`config.mk`:
```
export PLATFORM = sky130hd
export DESIGN_NAME = servo_packet_receiver_flat
export DESIGN_NICKNAME = d
export VERILOG_FILES = /design/src/rtl/spr_pkg.sv /design/src/rtl/spr_in_if.sv /design/src/rtl/spr_out_if.sv /design/src/rtl/spr_cfg_if.sv /design/src/rtl/servo_packet_receiver.sv /design/src/rtl/spr_ram.sv /design/src/rtl/spr_cksum.sv /design/src/flat_wrapper.sv
export SDC_FILE = /design/constraint.sdc
export NUM_CORES = 1
export LEC_CHECK = 0
export CAP_MARGIN = 10
export CORE_MARGIN = 5
export CORE_UTILIZATION = 40
export DETAILED_ROUTE_END_ITERATION = 8
export DONT_BUFFER_PORTS = 1
export PLACE_DENSITY = 0.64
export SETUP_SLACK_MARGIN = 0.3
export SYNTH_ARGS = -nofsm -noshare
export SYNTH_HDL_FRONTEND = slang
export SYNTH_SLANG_ARGS = --single-unit
```
`constraint.sdc`:
```
create_clock -name clk -period 3.9 [get_ports clk]
set_clock_uncertainty 0.2 [all_clocks]
set_input_delay 0.78 -clock clk [delete_from_list [all_inputs] [get_ports clk]]
set_output_delay 0.78 -clock clk [all_outputs]
set_load 0.005 [all_outputs]
```
`src/rtl/spr_pkg.sv`:
```
// ----------------------------------------------------------------------------
// spr_pkg
// Shared constants, types and sequencer states of the servo packet receiver.
// ----------------------------------------------------------------------------
`default_nettype none

package spr_pkg;

  // frame buffer depth and derived widths
  localparam int FRAME_BYTES = 64;
  localparam int ADDR_W      = $clog2(FRAME_BYTES);

  // fixed field widths
  localparam int BYTE_W = 8;
  localparam int POS_W  = 6;
  // length byte plus bias needs one extra bit
  localparam int LEN_W  = BYTE_W + 1;

  // frame layout
  localparam int LEN_AT   = 3;  // index of the length byte
  localparam int LEN_BIAS = 4;  // total length = length byte + bias
  localparam int CK_FIRST = 2;  // checksum covers id up to byte before checksum

  localparam logic [BYTE_W-1:0] HEADER_RESET = 8'hFF;

  // request codes
  localparam logic FUNC_BYTE    = 1'b0;
  localparam logic FUNC_RESTART = 1'b1;

  typedef logic [ADDR_W-1:0] addr_t;

  typedef enum logic [2:0] {
    S_IDLE,
    S_SUM,
    S_SUM_LAST,
    S_CHECK,
    S_EMIT,
    S_EMIT_LOAD
  } state_t;

  // control of the checksum unit
  typedef struct packed {
    logic clear;
    logic add;
  } ck_ctl_t;

endpackage

`default_nettype wire

```
`src/rtl/spr_in_if.sv`:
```
// ----------------------------------------------------------------------------
// spr_in_if
// Receive channel: serial bytes and restart requests.
// ----------------------------------------------------------------------------
`default_nettype none

interface spr_in_if;
  logic                        valid;
  logic                        ready;
  logic                        func;
  logic [spr_pkg::BYTE_W-1:0]  rx_byte;

  modport source (output valid, output func, output rx_byte, input ready);
  modport sink   (input valid, input func, input rx_byte, output ready);
endinterface

`default_nettype wire

```
`src/rtl/spr_out_if.sv`:
```
// ----------------------------------------------------------------------------
// spr_out_if
// Frame channel: bytes of verified frames.
// ----------------------------------------------------------------------------
`default_nettype none

interface spr_out_if;
  logic                        valid;
  logic                        ready;
  logic [spr_pkg::BYTE_W-1:0]  frame_byte;
  logic [spr_pkg::POS_W-1:0]   frame_pos;
  logic                        last;

  modport source (output valid, output frame_byte, output frame_pos, output last,
                  input ready);
  modport sink   (input valid, input frame_byte, input frame_pos, input last,
                  output ready);
endinterface

`default_nettype wire

```
`src/rtl/spr_cfg_if.sv`:
```
// ----------------------------------------------------------------------------
// spr_cfg_if
// Configuration write channel for the header value register.
// ----------------------------------------------------------------------------
`default_nettype none

interface spr_cfg_if;
  logic                        valid;
  logic                        ready;
  logic [spr_pkg::BYTE_W-1:0]  data;

  modport source (output valid, output data, input ready);
  modport sink   (input valid, input data, output ready);
endinterface

`default_nettype wire

```
`src/rtl/servo_packet_receiver.sv`:
```
// ----------------------------------------------------------------------------
// servo_packet_receiver
// Deframes received serial bytes into verified servo protocol frames.
//
// rx carries requests: func 0 is a received byte, func 1 restarts the hunt
// (timeout or new receive). The block hunts for two header bytes equal to the
// header value register, stores the frame in a 64-byte RAM and takes the
// total length from the fourth byte plus four. cfg writes the header value
// (reset 0xFF); it is always ready, to be written only while idle; the block
// does not enforce this. A byte not ending a frame leaves the block idle.
// After the byte that ends a frame of L bytes, a sweep over the RAM read port
// adds the checksum bytes, one per cycle, then compares; the frame goes out
// on frame, each byte read from RAM and then loaded into the output register,
// headers included, last set on the checksum byte. rx is not ready during
// sweep and emission. The output register lets rx take new bytes while the
// last byte of a frame waits; a stall on frame holds the byte and pauses
// emission. Bad checksums and overflows drop the frame silently. Reset clears
// the hunt state and the output valid; the RAM needs no clearing.
// ----------------------------------------------------------------------------
`default_nettype none

module servo_packet_receiver (
  input  wire logic   clk,
  input  wire logic   rst,
  spr_in_if.sink      rx,
  spr_out_if.source   frame,
  spr_cfg_if.sink     cfg
);

  localparam int ADDR_W = spr_pkg::ADDR_W;
  localparam int BYTE_W = spr_pkg::BYTE_W;
  localparam int LEN_W  = spr_pkg::LEN_W;
  localparam int POS_W  = spr_pkg::POS_W;

  spr_pkg::state_t   state, state_next;
  logic [BYTE_W-1:0] header_value;

  // hunt state
  spr_pkg::addr_t    fill, fill_next;
  logic [LEN_W-1:0]  frame_len, frame_len_next;

  // sweep state
  spr_pkg::addr_t    addr, addr_next;
  spr_pkg::addr_t    last_idx, last_idx_next;
  logic [BYTE_W-1:0] ck, ck_next;
  logic              pend, pend_next;

  // output register
  logic              out_valid, out_valid_next;
  logic [BYTE_W-1:0] out_byte, out_byte_next;
  logic [POS_W-1:0]  out_pos, out_pos_next;
  logic              out_last, out_last_next;

  // RAM and checksum unit
  logic              ram_we;
  logic [BYTE_W-1:0] ram_rdata;
  spr_pkg::ck_ctl_t  ck_ctl;
  logic              ck_match;

  logic [LEN_W-1:0]  eff_len;
  logic [LEN_W-1:0]  fill_inc;
  logic              complete;
  logic              overflow;

  spr_ram #(
    .WIDTH (BYTE_W),
    .DEPTH (spr_pkg::FRAME_BYTES)
  ) u_store (
    .clk   (clk),
    .we    (ram_we),
    .waddr (fill),
    .wdata (rx.rx_byte),
    .raddr (addr),
    .rdata (ram_rdata)
  );

  spr_cksum u_cksum (
    .clk   (clk),
    .ctl   (ck_ctl),
    .data  (ram_rdata),
    .ck    (ck),
    .match (ck_match)
  );

  // configuration register
  assign cfg.ready = 1'b1;

  always_ff @(posedge clk) begin
    if (rst) begin
      header_value <= spr_pkg::HEADER_RESET;
    end else if (cfg.valid) begin
      header_value <= cfg.data;
    end
  end

  // length known from the byte arriving at the length position
  assign eff_len  = (fill == spr_pkg::addr_t'(spr_pkg::LEN_AT))
                  ? LEN_W'(rx.rx_byte) + LEN_W'(spr_pkg::LEN_BIAS)
                  : frame_len;
  assign fill_inc = LEN_W'(fill) + LEN_W'(1);
  assign complete = (eff_len != '0) && (fill_inc == eff_len);
  assign overflow = (fill_inc == LEN_W'(spr_pkg::FRAME_BYTES));

  assign rx.ready        = (state == spr_pkg::S_IDLE);
  assign frame.valid     = out_valid;
  assign frame.frame_byte = out_byte;
  assign frame.frame_pos = out_pos;
  assign frame.last      = out_last;

  // next state and outputs
  always_comb begin
    state_next     = state;
    fill_next      = fill;
    frame_len_next = frame_len;
    addr_next      = addr;
    last_idx_next  = last_idx;
    ck_next        = ck;
    pend_next      = pend;
    out_valid_next = out_valid;
    out_byte_next  = out_byte;
    out_pos_next   = out_pos;
    out_last_next  = out_last;
    ram_we         = 1'b0;
    ck_ctl         = '0;

    // output taken
    if (out_valid && frame.ready) begin
      out_valid_next = 1'b0;
    end

    case (state)
      spr_pkg::S_IDLE: begin
        if (rx.valid) begin
          if (rx.func == spr_pkg::FUNC_RESTART) begin
            fill_next      = '0;
            frame_len_next = '0;
          end else if (fill == '0 && rx.rx_byte != header_value) begin
            // still hunting for the first header
            fill_next = '0;
          end else if (fill == spr_pkg::addr_t'(1) && rx.rx_byte != header_value) begin
            fill_next      = '0;
            frame_len_next = '0;
          end else begin
            ram_we = 1'b1;
            if (fill == spr_pkg::addr_t'(spr_pkg::LEN_AT)) begin
              frame_len_next = eff_len;
            end
            if (complete) begin
              // frame in: start the checksum sweep
              last_idx_next  = ADDR_W'(eff_len - LEN_W'(1));
              ck_next        = rx.rx_byte;
              addr_next      = spr_pkg::addr_t'(spr_pkg::CK_FIRST);
              pend_next      = 1'b0;
              ck_ctl.clear   = 1'b1;
              fill_next      = '0;
              frame_len_next = '0;
              state_next     = spr_pkg::S_SUM;
            end else if (overflow) begin
              fill_next      = '0;
              frame_len_next = '0;
            end else begin
              fill_next = fill + spr_pkg::addr_t'(1);
            end
          end
        end
      end

      spr_pkg::S_SUM: begin
        ck_ctl.add = pend;
        pend_next  = 1'b1;
        if (addr == last_idx - spr_pkg::addr_t'(1)) begin
          state_next = spr_pkg::S_SUM_LAST;
        end else begin
          addr_next = addr + spr_pkg::addr_t'(1);
        end
      end

      spr_pkg::S_SUM_LAST: begin
        ck_ctl.add = 1'b1;
        state_next = spr_pkg::S_CHECK;
      end

      spr_pkg::S_CHECK: begin
        if (ck_match) begin
          addr_next  = '0;
          state_next = spr_pkg::S_EMIT;
        end else begin
          state_next = spr_pkg::S_IDLE;
        end
      end

      spr_pkg::S_EMIT: begin
        // read issued, data next cycle
        state_next = spr_pkg::S_EMIT_LOAD;
      end

      spr_pkg::S_EMIT_LOAD: begin
        if (!out_valid || frame.ready) begin
          out_valid_next = 1'b1;
          out_byte_next  = ram_rdata;
          out_pos_next   = POS_W'(addr);
          out_last_next  = (addr == last_idx);
          if (addr == last_idx) begin
            state_next = spr_pkg::S_IDLE;
          end else begin
            addr_next  = addr + spr_pkg::addr_t'(1);
            state_next = spr_pkg::S_EMIT;
          end
        end
      end

      default: begin
        state_next = spr_pkg::S_IDLE;
      end
    endcase
  end

  // state register
  always_ff @(posedge clk) begin
    if (rst) begin
      state <= spr_pkg::S_IDLE;
    end else begin
      state <= state_next;
    end
  end

  // control registers
  always_ff @(posedge clk) begin
    if (rst) begin
      fill      <= '0;
      frame_len <= '0;
      out_valid <= 1'b0;
      pend      <= 1'b0;
    end else begin
      fill      <= fill_next;
      frame_len <= frame_len_next;
      out_valid <= out_valid_next;
      pend      <= pend_next;
    end
  end

  // payload registers
  always_ff @(posedge clk) begin
    addr     <= addr_next;
    last_idx <= last_idx_next;
    ck       <= ck_next;
    out_byte <= out_byte_next;
    out_pos  <= out_pos_next;
    out_last <= out_last_next;
  end

  // a frame byte only appears from the emit load step
  a_out_from_load: assert property (@(posedge clk) disable iff (rst)
    $rose(out_valid) |-> $past(state) == spr_pkg::S_EMIT_LOAD)
    else $error("frame byte appeared outside emission");

  // while a non-final byte is pending the sequencer stays in emission
  a_emit_busy: assert property (@(posedge clk) disable iff (rst)
    (out_valid && !out_last) |->
      (state == spr_pkg::S_EMIT || state == spr_pkg::S_EMIT_LOAD))
    else $error("sequencer left emission before the last byte");

  // the checksum sweep stays below the checksum byte
  a_sweep_range: assert property (@(posedge clk) disable iff (rst)
    (state == spr_pkg::S_SUM) |-> (addr < last_idx))
    else $error("checksum sweep ran past the checksum byte");

  // compare only follows the final accumulate
  a_check_order: assert property (@(posedge clk) disable iff (rst)
    (state == spr_pkg::S_CHECK) |-> $past(state) == spr_pkg::S_SUM_LAST)
    else $error("checksum compared before the sweep finished");

endmodule

`default_nettype wire

```
`src/rtl/spr_ram.sv`:
```
// ----------------------------------------------------------------------------
// spr_ram
// Generic single write port, single read port RAM with registered read.
// ----------------------------------------------------------------------------
`default_nettype none

module spr_ram #(
  parameter int WIDTH = 8,
  parameter int DEPTH = 64
) (
  input  wire logic                     clk,
  input  wire logic                     we,
  input  wire logic [$clog2(DEPTH)-1:0] waddr,
  input  wire logic [WIDTH-1:0]         wdata,
  input  wire logic [$clog2(DEPTH)-1:0] raddr,
  output logic      [WIDTH-1:0]         rdata
);

  logic [WIDTH-1:0] mem [DEPTH];

  // write port
  always_ff @(posedge clk) begin
    if (we) begin
      mem[waddr] <= wdata;
    end
  end

  // registered read port
  always_ff @(posedge clk) begin
    rdata <= mem[raddr];
  end

endmodule

`default_nettype wire

```
`src/rtl/spr_cksum.sv`:
```
// ----------------------------------------------------------------------------
// spr_cksum
// Checksum unit: 8-bit accumulator and inverted-sum compare.
// ----------------------------------------------------------------------------
`default_nettype none

module spr_cksum (
  input  wire logic                       clk,
  input  wire spr_pkg::ck_ctl_t           ctl,
  input  wire logic [spr_pkg::BYTE_W-1:0] data,
  input  wire logic [spr_pkg::BYTE_W-1:0] ck,
  output logic                            match
);

  logic [spr_pkg::BYTE_W-1:0] acc;

  // running modulo-256 sum
  always_ff @(posedge clk) begin
    if (ctl.clear) begin
      acc <= '0;
    end else if (ctl.add) begin
      acc <= acc + data;
    end
  end

  // checksum byte is the inverted sum
  assign match = ((~acc) == ck);

endmodule

`default_nettype wire

```
`src/flat_wrapper.sv`:
```
// flat-port wrapper written by rule: the top's interface ports become plain ports
module servo_packet_receiver_flat 
  (clk, rst, rx_valid, rx_func, rx_rx_byte, rx_ready, frame_valid, frame_frame_byte, frame_frame_pos, frame_last, frame_ready, cfg_valid, cfg_data, cfg_ready);
  spr_in_if rx_i ();
  spr_out_if frame_i ();
  spr_cfg_if cfg_i ();
  input  wire logic clk;
  input  wire logic rst;
  input wire logic [$bits(rx_i.valid)-1:0] rx_valid;
  input wire logic [$bits(rx_i.func)-1:0] rx_func;
  input wire logic [$bits(rx_i.rx_byte)-1:0] rx_rx_byte;
  output wire logic [$bits(rx_i.ready)-1:0] rx_ready;
  output wire logic [$bits(frame_i.valid)-1:0] frame_valid;
  output wire logic [$bits(frame_i.frame_byte)-1:0] frame_frame_byte;
  output wire logic [$bits(frame_i.frame_pos)-1:0] frame_frame_pos;
  output wire logic [$bits(frame_i.last)-1:0] frame_last;
  input wire logic [$bits(frame_i.ready)-1:0] frame_ready;
  input wire logic [$bits(cfg_i.valid)-1:0] cfg_valid;
  input wire logic [$bits(cfg_i.data)-1:0] cfg_data;
  output wire logic [$bits(cfg_i.ready)-1:0] cfg_ready;
  assign rx_i.valid = rx_valid;
  assign rx_i.func = rx_func;
  assign rx_i.rx_byte = rx_rx_byte;
  assign rx_ready = rx_i.ready;
  assign frame_valid = frame_i.valid;
  assign frame_frame_byte = frame_i.frame_byte;
  assign frame_frame_pos = frame_i.frame_pos;
  assign frame_last = frame_i.last;
  assign frame_i.ready = frame_ready;
  assign cfg_i.valid = cfg_valid;
  assign cfg_i.data = cfg_data;
  assign cfg_ready = cfg_i.ready;
  servo_packet_receiver u_core (.clk(clk), .rst(rst), .rx(rx_i), .frame(frame_i), .cfg(cfg_i));
endmodule
```
==> metrics.cfg, run 1 <==
[outcome]
status = finished clean

[run]
max_cap_viol_count = 0

[global_routing]
grt_pass1_wl_mm = 81.8
grt_pass1_vias = 13200
antenna_found_initial = 2
track_usage_pct = 16.0
grt_max_degree = 75
overflow = 0

[layout]
fillCellCount = 5060
diodes = 0
area_delta_synth_final_pct = 13.5
nets = 1569
final_cell_count_no_fill = 2352
utilization_pct = 45.7
drive_gt1_share_pct = 16.6

[synthesis]
syn-num-nets = 1492
synth_edf_count = 547
synth.yosys.seq_area_share_pct = 71.7
synthTopCellsByArea = edfxtp_1 (68%), mux4_2 (6.7%), mux2i_1 (5.9%), dfxtp_1 (3.6%), o221ai_1 (2.4%)
ys_warn_count = 0
synthCells = 1456
ys_dominant_reg_cell = edfxtp_1
syn_area_sq_um = 24100
yosysMostFrequentCell = edfxtp_1
synth_top_cell_area_share_pct = 68.0
synthTopCellsByCount = edfxtp_1 (547), mux2i_1 (143), nor2_1 (108)
synth.ff_latch_count = 591
yosysUniqueCellTypes = 64
async_flop_share_pct = 0
yosys.area.top_type = edfxtp_1
synth_area_per_cell_sq_um = 16.6

[sta]
worstMarginPinSlew_ps = 715
hold_viol_final = 0
setup-violations-final = 0
slew_viol_final = 0
finalWorstPathRequiredPeriod_ps = 3410
holdWs_ps = 58.4
setup_tns_ps = 0
grt_setup_unrepaired = false
worst_slack_ps = 492
relSlewSlack_pct = 52.3
fin_crit_sh_pct = 87.4
clock.fmax_mhz = 293

[setup_path]
path_cells = ha_1 -> nand2b_1 -> nor2_2 -> buf_4 -> nand3_1 -> a311oi_1 -> o2111ai_1 -> o21a_1 -> nor3_4
cpMaxStageDelayCell = dfxtp_1
crit_required_ps = 3980
slowest_delay_ps = 550
worstPathMaxFanout = 10
crit_path_end_kind = flop
startpoint_type = flop
cp.arrival_ps = 3490
crit_type = reg -> reg

[clocking]
cts_buffers = 57
htreeDepth = 2
clock_path_buffers = 3
cts.sinks = 591
clock_latency_ps = 620
clk_pin_slew_ps = 70
postCtsSetupRepairBufs = 0
cts_root_buf = clkbuf_16
cts_tree = yes

[die]
core_sq_um = 60000
chipWidth_microns = 256
ios = 40
start_util_pct = 40.2
die-area_sq_um = 65400
die_h_microns = 256
rows = 90

[power_and_ir_drop]
power.leakage_nw = 9.22
vdd_drop_max_v = 0.000408
p_per_area_nw_per_um2 = 447

[placed_design]
placedCellCount = 2255
hpwlAfterDp_mm = 33.0
dp_slack_ps = 456
portBuffers = 0
place.gp.congestion = 0.858

[hold_path]
worst_hold_path_type = in -> reg

[route]
drcViolationCount = 0
initialDrtViolationCount = 972
vias = 13000
drt-total-wl_mm = 53.4
dr.pass1.iters = 5
wire_per_inst_microns = 22.7
antenna_left = 0
avgViaCountPerCell = 5.53

==> cells in the final DEF, fill, tap and decap left out, types with 44 or more instances in the layout <==
cell type,count
a21oi_1,51
nor2_1,108
buf_4,89
mux4_2,72
o221ai_1,65
nand2_1,68
mux2i_1,143
clkbuf_16,57
edfxtp_1,547
dfxtp_1,44
==> layout make-up <==
| cell class | instances | area, sq um | area share, % |
|---|---|---|---|
| clock buffers | 69 | 1490 | 5.44 |
| clock inverters | 27 | 243 | 0.886 |
| inverters | 28 | 105 | 0.384 |
| multi-input cells | 756 | 6420 | 23.4 |
| flip-flops and latches | 591 | 17300 | 63.2 |
| well taps | 782 | 978 | 3.57 |
| repair buffers | 99 | 858 | 3.13 |
==> critical path: cells and delay by family, from the launching register on <==
| family | cells | cell delay (ps) |
|---|---|---|
| adders and majority gates | 1 | 390 |
| DFF | 1 | 550 |
| AOI/OAI and AO/OA | 3 | 870 |
| and+or+nand+nor | 4 | 880 |
| buffers and inverters | 1 | 180 |
==> flip-flops by register name, summed over array words and instances (netlist names) <==
register,cells
u_core.fill,6
u_core.frame_len,9
u_core.u_store.rdata,8
u_core.pend,1
u_core.header_value,8
u_core.state,3
u_core.frame.frame_byte,8
u_core.u_store.mem,512
u_core.ck,8
u_core.addr,6
u_core.frame.frame_pos,6
u_core.frame.last,1
u_core.last_idx,6
u_core.frame.valid,1
u_core.u_cksum.acc,8
==> per-stage QoR <==
stage / instance area (sq um) / power, mW
CTS: 27400 / 12.4
finish: 27400 / 12.3
global route: 27400 / 12.7
global placement: 25600 / 7.21
floorplan: 24100 / 7.19
detailed placement: 25600 / 7.21
==> where the power goes <==
part / switching (mW) / leakage (nW) / internal (mW)
Sequential: 0.0190 / 5.27 / 6.93
Combinational: 0.0700 / 3.11 / 0.0657
Clock: 2.27 / 0.838 / 2.91
==> metal layers <==
metal  track usage (%)  share of wire [%]  vias up
met5                 0                  0        -
met4              4.24                2.2        0
met3              2.38                4.3       80
met2              28.0                 51      341
met1              21.0                 42     6641
li1                  -                  -     5946
==> final timing paths <==
kind                                 from                    endpoint  slack [ps]  cells past startpoint
setup / recovery           u_core.fill[0]              u_core.addr[4]         490                      9
hold / removal                        rst             u_core.state[1]          60                      1
setup reg to reg           u_core.fill[0]              u_core.addr[4]         490                      9
hold reg to reg   u_core.u_store.rdata[2]  u_core.frame.frame_byte[2]         270                      0
==> what timing repair did <==
action / in CTS / in global routing
hold buffers: 1 / 0
gates resized for setup: 0 / 2
setup endpoints to repair: 0 / 30
hold endpoints to repair: 6 / 0
==> kinds of logic after synthesis <==
kind of cell	Yosys count	share of synthesized area (%)
AND/OR/NAND/NOR	270	5.21
multiplexers	216	12.7
buffers and inverters	109	1.80
flip-flops	591	71.7
XOR/XNOR	48	1.74
adder cells (fa/ha/maj)	14	0.757
other	1	0.0155
AO/OA/AOI/OAI	207	6.09
No activity file was read; power rests on OpenSTA's default activity.
==> run 2, diff against run 1 <==
Settings changed: CELL_PAD_IN_SITES_DETAIL_PLACEMENT set to 2, CELL_PAD_IN_SITES_GLOBAL_PLACEMENT set to 2, PLACE_DENSITY 0.64 to 0.78.
Clock period 3.9 ns to 4.1 ns, I/O delays scaled along.
==> metrics.cfg, run 2 (synthesis gave the netlist of run 1 again) <==
[power_and_ir_drop]
seq_power_share_pct = 54.0
internal_power_mw = 9.77
switching_share_pct = 20.2
power.leakage_nw = 9.27
power.switching_mw = 2.47
clockPowerShare_pct = 44.9
vdd_drop_max_v = 0.000346
p_comb_share_pct = 1.2
totalPowerFinal_mw = 12.2
p_per_area_nw_per_um2 = 445

[layout]
drive_gt1_share_pct = 16.5
nets = 1563
area_delta_synth_final_pct = 14.0
largest-register = u_core.u_store.mem
fillCellCount = 5540
reg_top3 = u_core.u_store.mem x512, u_core.frame_len x9
final_common_cell = edfxtp_1
largest_register_ffs = 512
diodes = 0
layout_common_cells = edfxtp_1 (547), mux2i_1 (143), nor2_1 (108)

[sta]
relSlewSlack_pct = 45.3
hold_viol_final = 0
clock.fmax_mhz = 272
holdWs_ps = 57.5
setup-violations-final = 0
grt_setup_unrepaired = false
slew_viol_final = 0
worst_slack_ps = 422
finalWorstPathRequiredPeriod_ps = 3680
worstMarginPinSlew_ps = 820
setup_tns_ps = 0
fin_crit_sh_pct = 89.7

[route]
initialDrtViolationCount = 1199
dr.pass1.iters = 5
wire_per_inst_microns = 30.8
antenna_left = 0
vias = 13900
drt-total-wl_mm = 72.7
avgViaCountPerCell = 5.90
drcViolationCount = 0

[clocking]
cts_tree = yes
clock_latency_ps = 650
cts.sinks = 591
cts_buffers = 61
clk_pin_slew_ps = 70
cts_root_buf = clkbuf_16
postCtsSetupRepairBufs = 0
clock_path_buffers = 3
htreeDepth = 2

[die]
chipWidth_microns = 256
die-area_sq_um = 65400
start_util_pct = 40.2
ios = 40
die_h_microns = 256
rows = 90
core_sq_um = 60000

[placed_design]
dp_slack_ps = 313
hpwlAfterDp_mm = 46.1
place.gp.congestion = 0.814
portBuffers = 0

[setup_path]
worstPathMaxFanout = 10
startpoint_type = flop
crit_required_ps = 4380
cp.arrival_ps = 3960
crit_type = reg -> reg
rr_worst_depth = 9
crit_path_end_kind = flop

[run]
max_cap_viol_count = 0

[hold_path]
holdPathStages = 1
worst_hold_path_type = in -> reg

[global_routing]
track_usage_pct = 21.9
grt_max_degree = 75
grt_pass1_vias = 15500
overflow = 0
grt_pass1_wl_mm = 108
antenna_found_initial = 2

[outcome]
status = finished clean

-- run 2: changes by cell type in the layout (fill, tap and decap cells not counted), sizes merged --
cell,previous run,this run
clkbuf,69,87
buf,98,89
bufinv,3,4
clkinv,19,20
clkinvlp,3,2
dlygate4sd3,1,0
-- run 2: worst paths after layout --
check,slack [ps],to,from
hold / removal,60,u_core.fill[1],rst
hold reg to reg,300,u_core.frame.frame_byte[2],u_core.u_store.rdata[2]
setup reg to reg,420,u_core.frame_len[0],u_core.fill[1]
setup / recovery,420,u_core.frame_len[0],u_core.fill[1]
-- run 2: area by class of cell --
| type | instances | area, sq um | share of cell area (%) |
|---|---|---|---|
| Clock buffer | 87 | 1690 | 6.16 |
| Clock inverter | 28 | 253 | 0.919 |
| Inverter | 28 | 105 | 0.382 |
| Multi-Input combinational cell | 756 | 6410 | 23.3 |
| Sequential cell | 591 | 17300 | 62.9 |
| Tap cell | 782 | 978 | 3.56 |
| Timing Repair Buffer | 89 | 768 | 2.79 |
-- run 2: timing repair --
item,4_1_cts,5_1_grt
hold buffers,0,0
pin swaps,0,0
endpoints found under the setup margin,6,6
gates resized for setup,1,1
-- run 2: per-stage QoR --
stage          std cells  cell area (sq um)  utilization [%]
2_1_floorplan       1456              24100                -
3_3_place_gp        2246              25600             42.6
3_5_place_dp        2246              25600             42.6
4_1_cts             2361              27500             45.8
5_1_grt             2361              27500             45.8
6_report            2361              27500             45.8
-- run 2: per-layer routing --
layer / vias to the layer above / GRT usage [%] / wire length (microns)
li1: 5944 / - / -
met1: 7426 / 27.0 / 28700
met2: 420 / 39.2 / 38100
met3: 143 / 3.91 / 3400
met4: 4 / 6.76 / 2490
met5: - / 0 / 33
-- run 2: power by group through the flow --
stage	sequential, mW	clock, mW	combinational [mW]
finish	6.61	5.49	0.141
global route	6.61	5.89	0.155
CTS	6.61	5.59	0.142
detailed placement	6.74	0	0.138
global placement	6.74	0	0.122
floorplan	6.73	0	0.111
-- run 2: worst max-delay path, stage by stage (launching register included) --
cell and delay (ps):
dfxtp_1 510, ha_1 390, nor2b_2 390, a21oi_1 160, o21a_1 200, nor4b_1 490
o2111ai_1 300, buf_4 270, a31oi_2 430, o22ai_1 160
==> run 3, diff against run 2 <==
Settings changed: CORE_UTILIZATION 40 to 48, PLACE_DENSITY 0.78 to 0.89.
Clock period 4.1 ns to 3.44 ns, I/O delays scaled along.
==> metrics.cfg, run 3 (synthesis gave the netlist of run 1 again) <==
[outcome]
status = finished clean

[die]
die_h_microns = 234
rows = 82
core_sq_um = 50000
chipWidth_microns = 234
ios = 40
start_util_pct = 48.3
die-area_sq_um = 54900

[global_routing]
track_usage_pct = 35.7
grt_max_degree = 52
grt_pass1_vias = 17000
overflow = 0
antenna_found_initial = 8
grt_pass1_wl_mm = 137

[sta]
worst_slack_ps = 179
worstMarginPinSlew_ps = 1330
clock.fmax_mhz = 307
slew_viol_final = 0
fin_crit_sh_pct = 94.8
finalWorstPathRequiredPeriod_ps = 3260
setup-violations-final = 0
hold_viol_final = 0
relSlewSlack_pct = 11.2
grt_setup_unrepaired = false

[setup_path]
reg2reg_to = u_core.frame_len[2]
crit_required_ps = 3690
path_cells = buf_8 -> clkinvlp_4 -> ha_4 -> nor2b_1 -> o22ai_1 -> nand3_1 -> a311oi_4 -> o2111ai_4 -> buf_6 -> a31oi_4 -> buf_4 -> o22ai_1
cp.arrival_ps = 3510
reg2reg_slack_ps = 180
slowest_delay_ps = 370
crit_cells = 12
endpoint = u_core.frame_len[2]
crit_type = reg -> reg
cp_common_cell = o22ai_1
cpMaxStageDelayCell = dfxtp_4
crit_path_end_kind = flop
critPathTopFamily = compound AO/OA/AOI/OAI gates
rr_worst_depth = 12
cp-startpoint = u_core.fill[1]
path_buf_inv = 4
reg2reg_from = u_core.fill[1]
worstPathMaxFanout = 7
startpoint_type = flop

[hold_path]
hp-start = rx_rx_byte[6]
worst_hold_path_type = in -> reg

[placed_design]
dp_slack_ps = -337
place.gp.congestion = 0.834
portBuffers = 0
hpwlAfterDp_mm = 51.1

[power_and_ir_drop]
p_comb_share_pct = 2.6
seq_power_share_pct = 50.2
clockPowerShare_pct = 47.2
p_per_area_nw_per_um2 = 550
internal_power_mw = 12.1
power.leakage_nw = 9.72
power.switching_mw = 3.58
vdd_drop_max_v = 0.000445
switching_share_pct = 22.8

[layout]
reg_top3 = u_core.u_store.mem x512, u_core.frame_len x9
utilization_pct = 57.1
largest-register = u_core.u_store.mem
drive_gt1_share_pct = 21.4
area_delta_synth_final_pct = 18.1
final_common_cell = edfxtp_1
layout_common_cells = edfxtp_1 (547), mux2i_1 (143), buf_4 (102)
nets = 1625
largest_register_ffs = 512

[route]
initialDrtViolationCount = 2229
drcViolationCount = 0
wire_per_inst_microns = 44.0
drt-total-wl_mm = 102
avgViaCountPerCell = 7.08
vias = 16300
antenna_left = 0
dr.pass1.iters = 5

[clocking]
cts_root_buf = clkbuf_16
clock_path_buffers = 3
cts_buffers = 66
cts.sinks = 591
htreeDepth = 3
clock_latency_ps = 630
clk_pin_slew_ps = 70
cts_tree = yes

[run]
max_cap_viol_count = 0

==> run 3: how the worst min path moves through the flow <==
| stage | depth (start not counted) | slack, ps | endpoint |
|---|---|---|---|
| global route | 0 | -10 | u_core.u_store.mem[58][6] |
| CTS | 0 | 0.5 | u_core.u_store.mem[5][1] |
| global placement | 2 | 260 | u_core.frame_len[8] |
| detailed placement | 2 | 290 | u_core.frame_len[8] |
| finish | 0 | 7 | u_core.u_store.mem[58][6] |
| floorplan | 0 | 210 | u_core.frame.frame_byte[0] |
==> run 3: layout make-up <==
| cell class | instances | area [sq um] |
|---|---|---|
| fillers | 4203 | 21400 |
| flip-flops and latches | 591 | 17300 |
| multi-input cells | 756 | 6700 |
| clock buffers | 92 | 1900 |
| repair buffers | 146 | 1440 |
| well taps | 672 | 841 |
| clock inverters | 24 | 213 |
| inverters | 28 | 109 |
| diodes | 1 | 2.50 |
==> run 3: power by group through the flow <==
stage | Clock (mW) | Sequential [mW] | Combinational [mW]
after floorplan | 0 | 8.02 | 0.136
after global routing | 7.74 | 7.88 | 0.417
final | 7.41 | 7.88 | 0.407
after global placement | 0 | 8.03 | 0.146
after detailed placement | 0 | 8.03 | 0.174
after CTS | 7.21 | 7.88 | 0.353
==> run 3: timing repair <==
| item | in CTS | in global routing |
|---|---|---|
| buffers inserted | 12 | 5 |
| hold buffers | 22 | 5 |
| pin swaps | 11 | 9 |
| gates resized for setup | 28 | 28 |
| endpoints found under the setup margin | 292 | 441 |
| hold endpoints to repair | 259 | 20 |
==> run 3: per-stage QoR <==
step	hold slack (ps)	power, mW	cell area, sq um	std cells	TNS (ps)
floorplan	212	8.16	24200	1456	0
global placement	262	8.17	25600	2149	0
detailed placement	289	8.21	25600	2149	-21860
CTS	0.495	15.4	28300	2299	0
global route	-9.83	16.0	28500	2310	0
finish	7.21	15.7	28500	2310	0
==> run 3: routing by layer <==
metal	global-route usage (%)	routed length, microns	vias up
met5	0	89	-
met4	18.7	7230	4
met3	6.88	8670	420
met2	58.5	48700	1266
met1	45.4	36800	8583
li1	-	-	6071
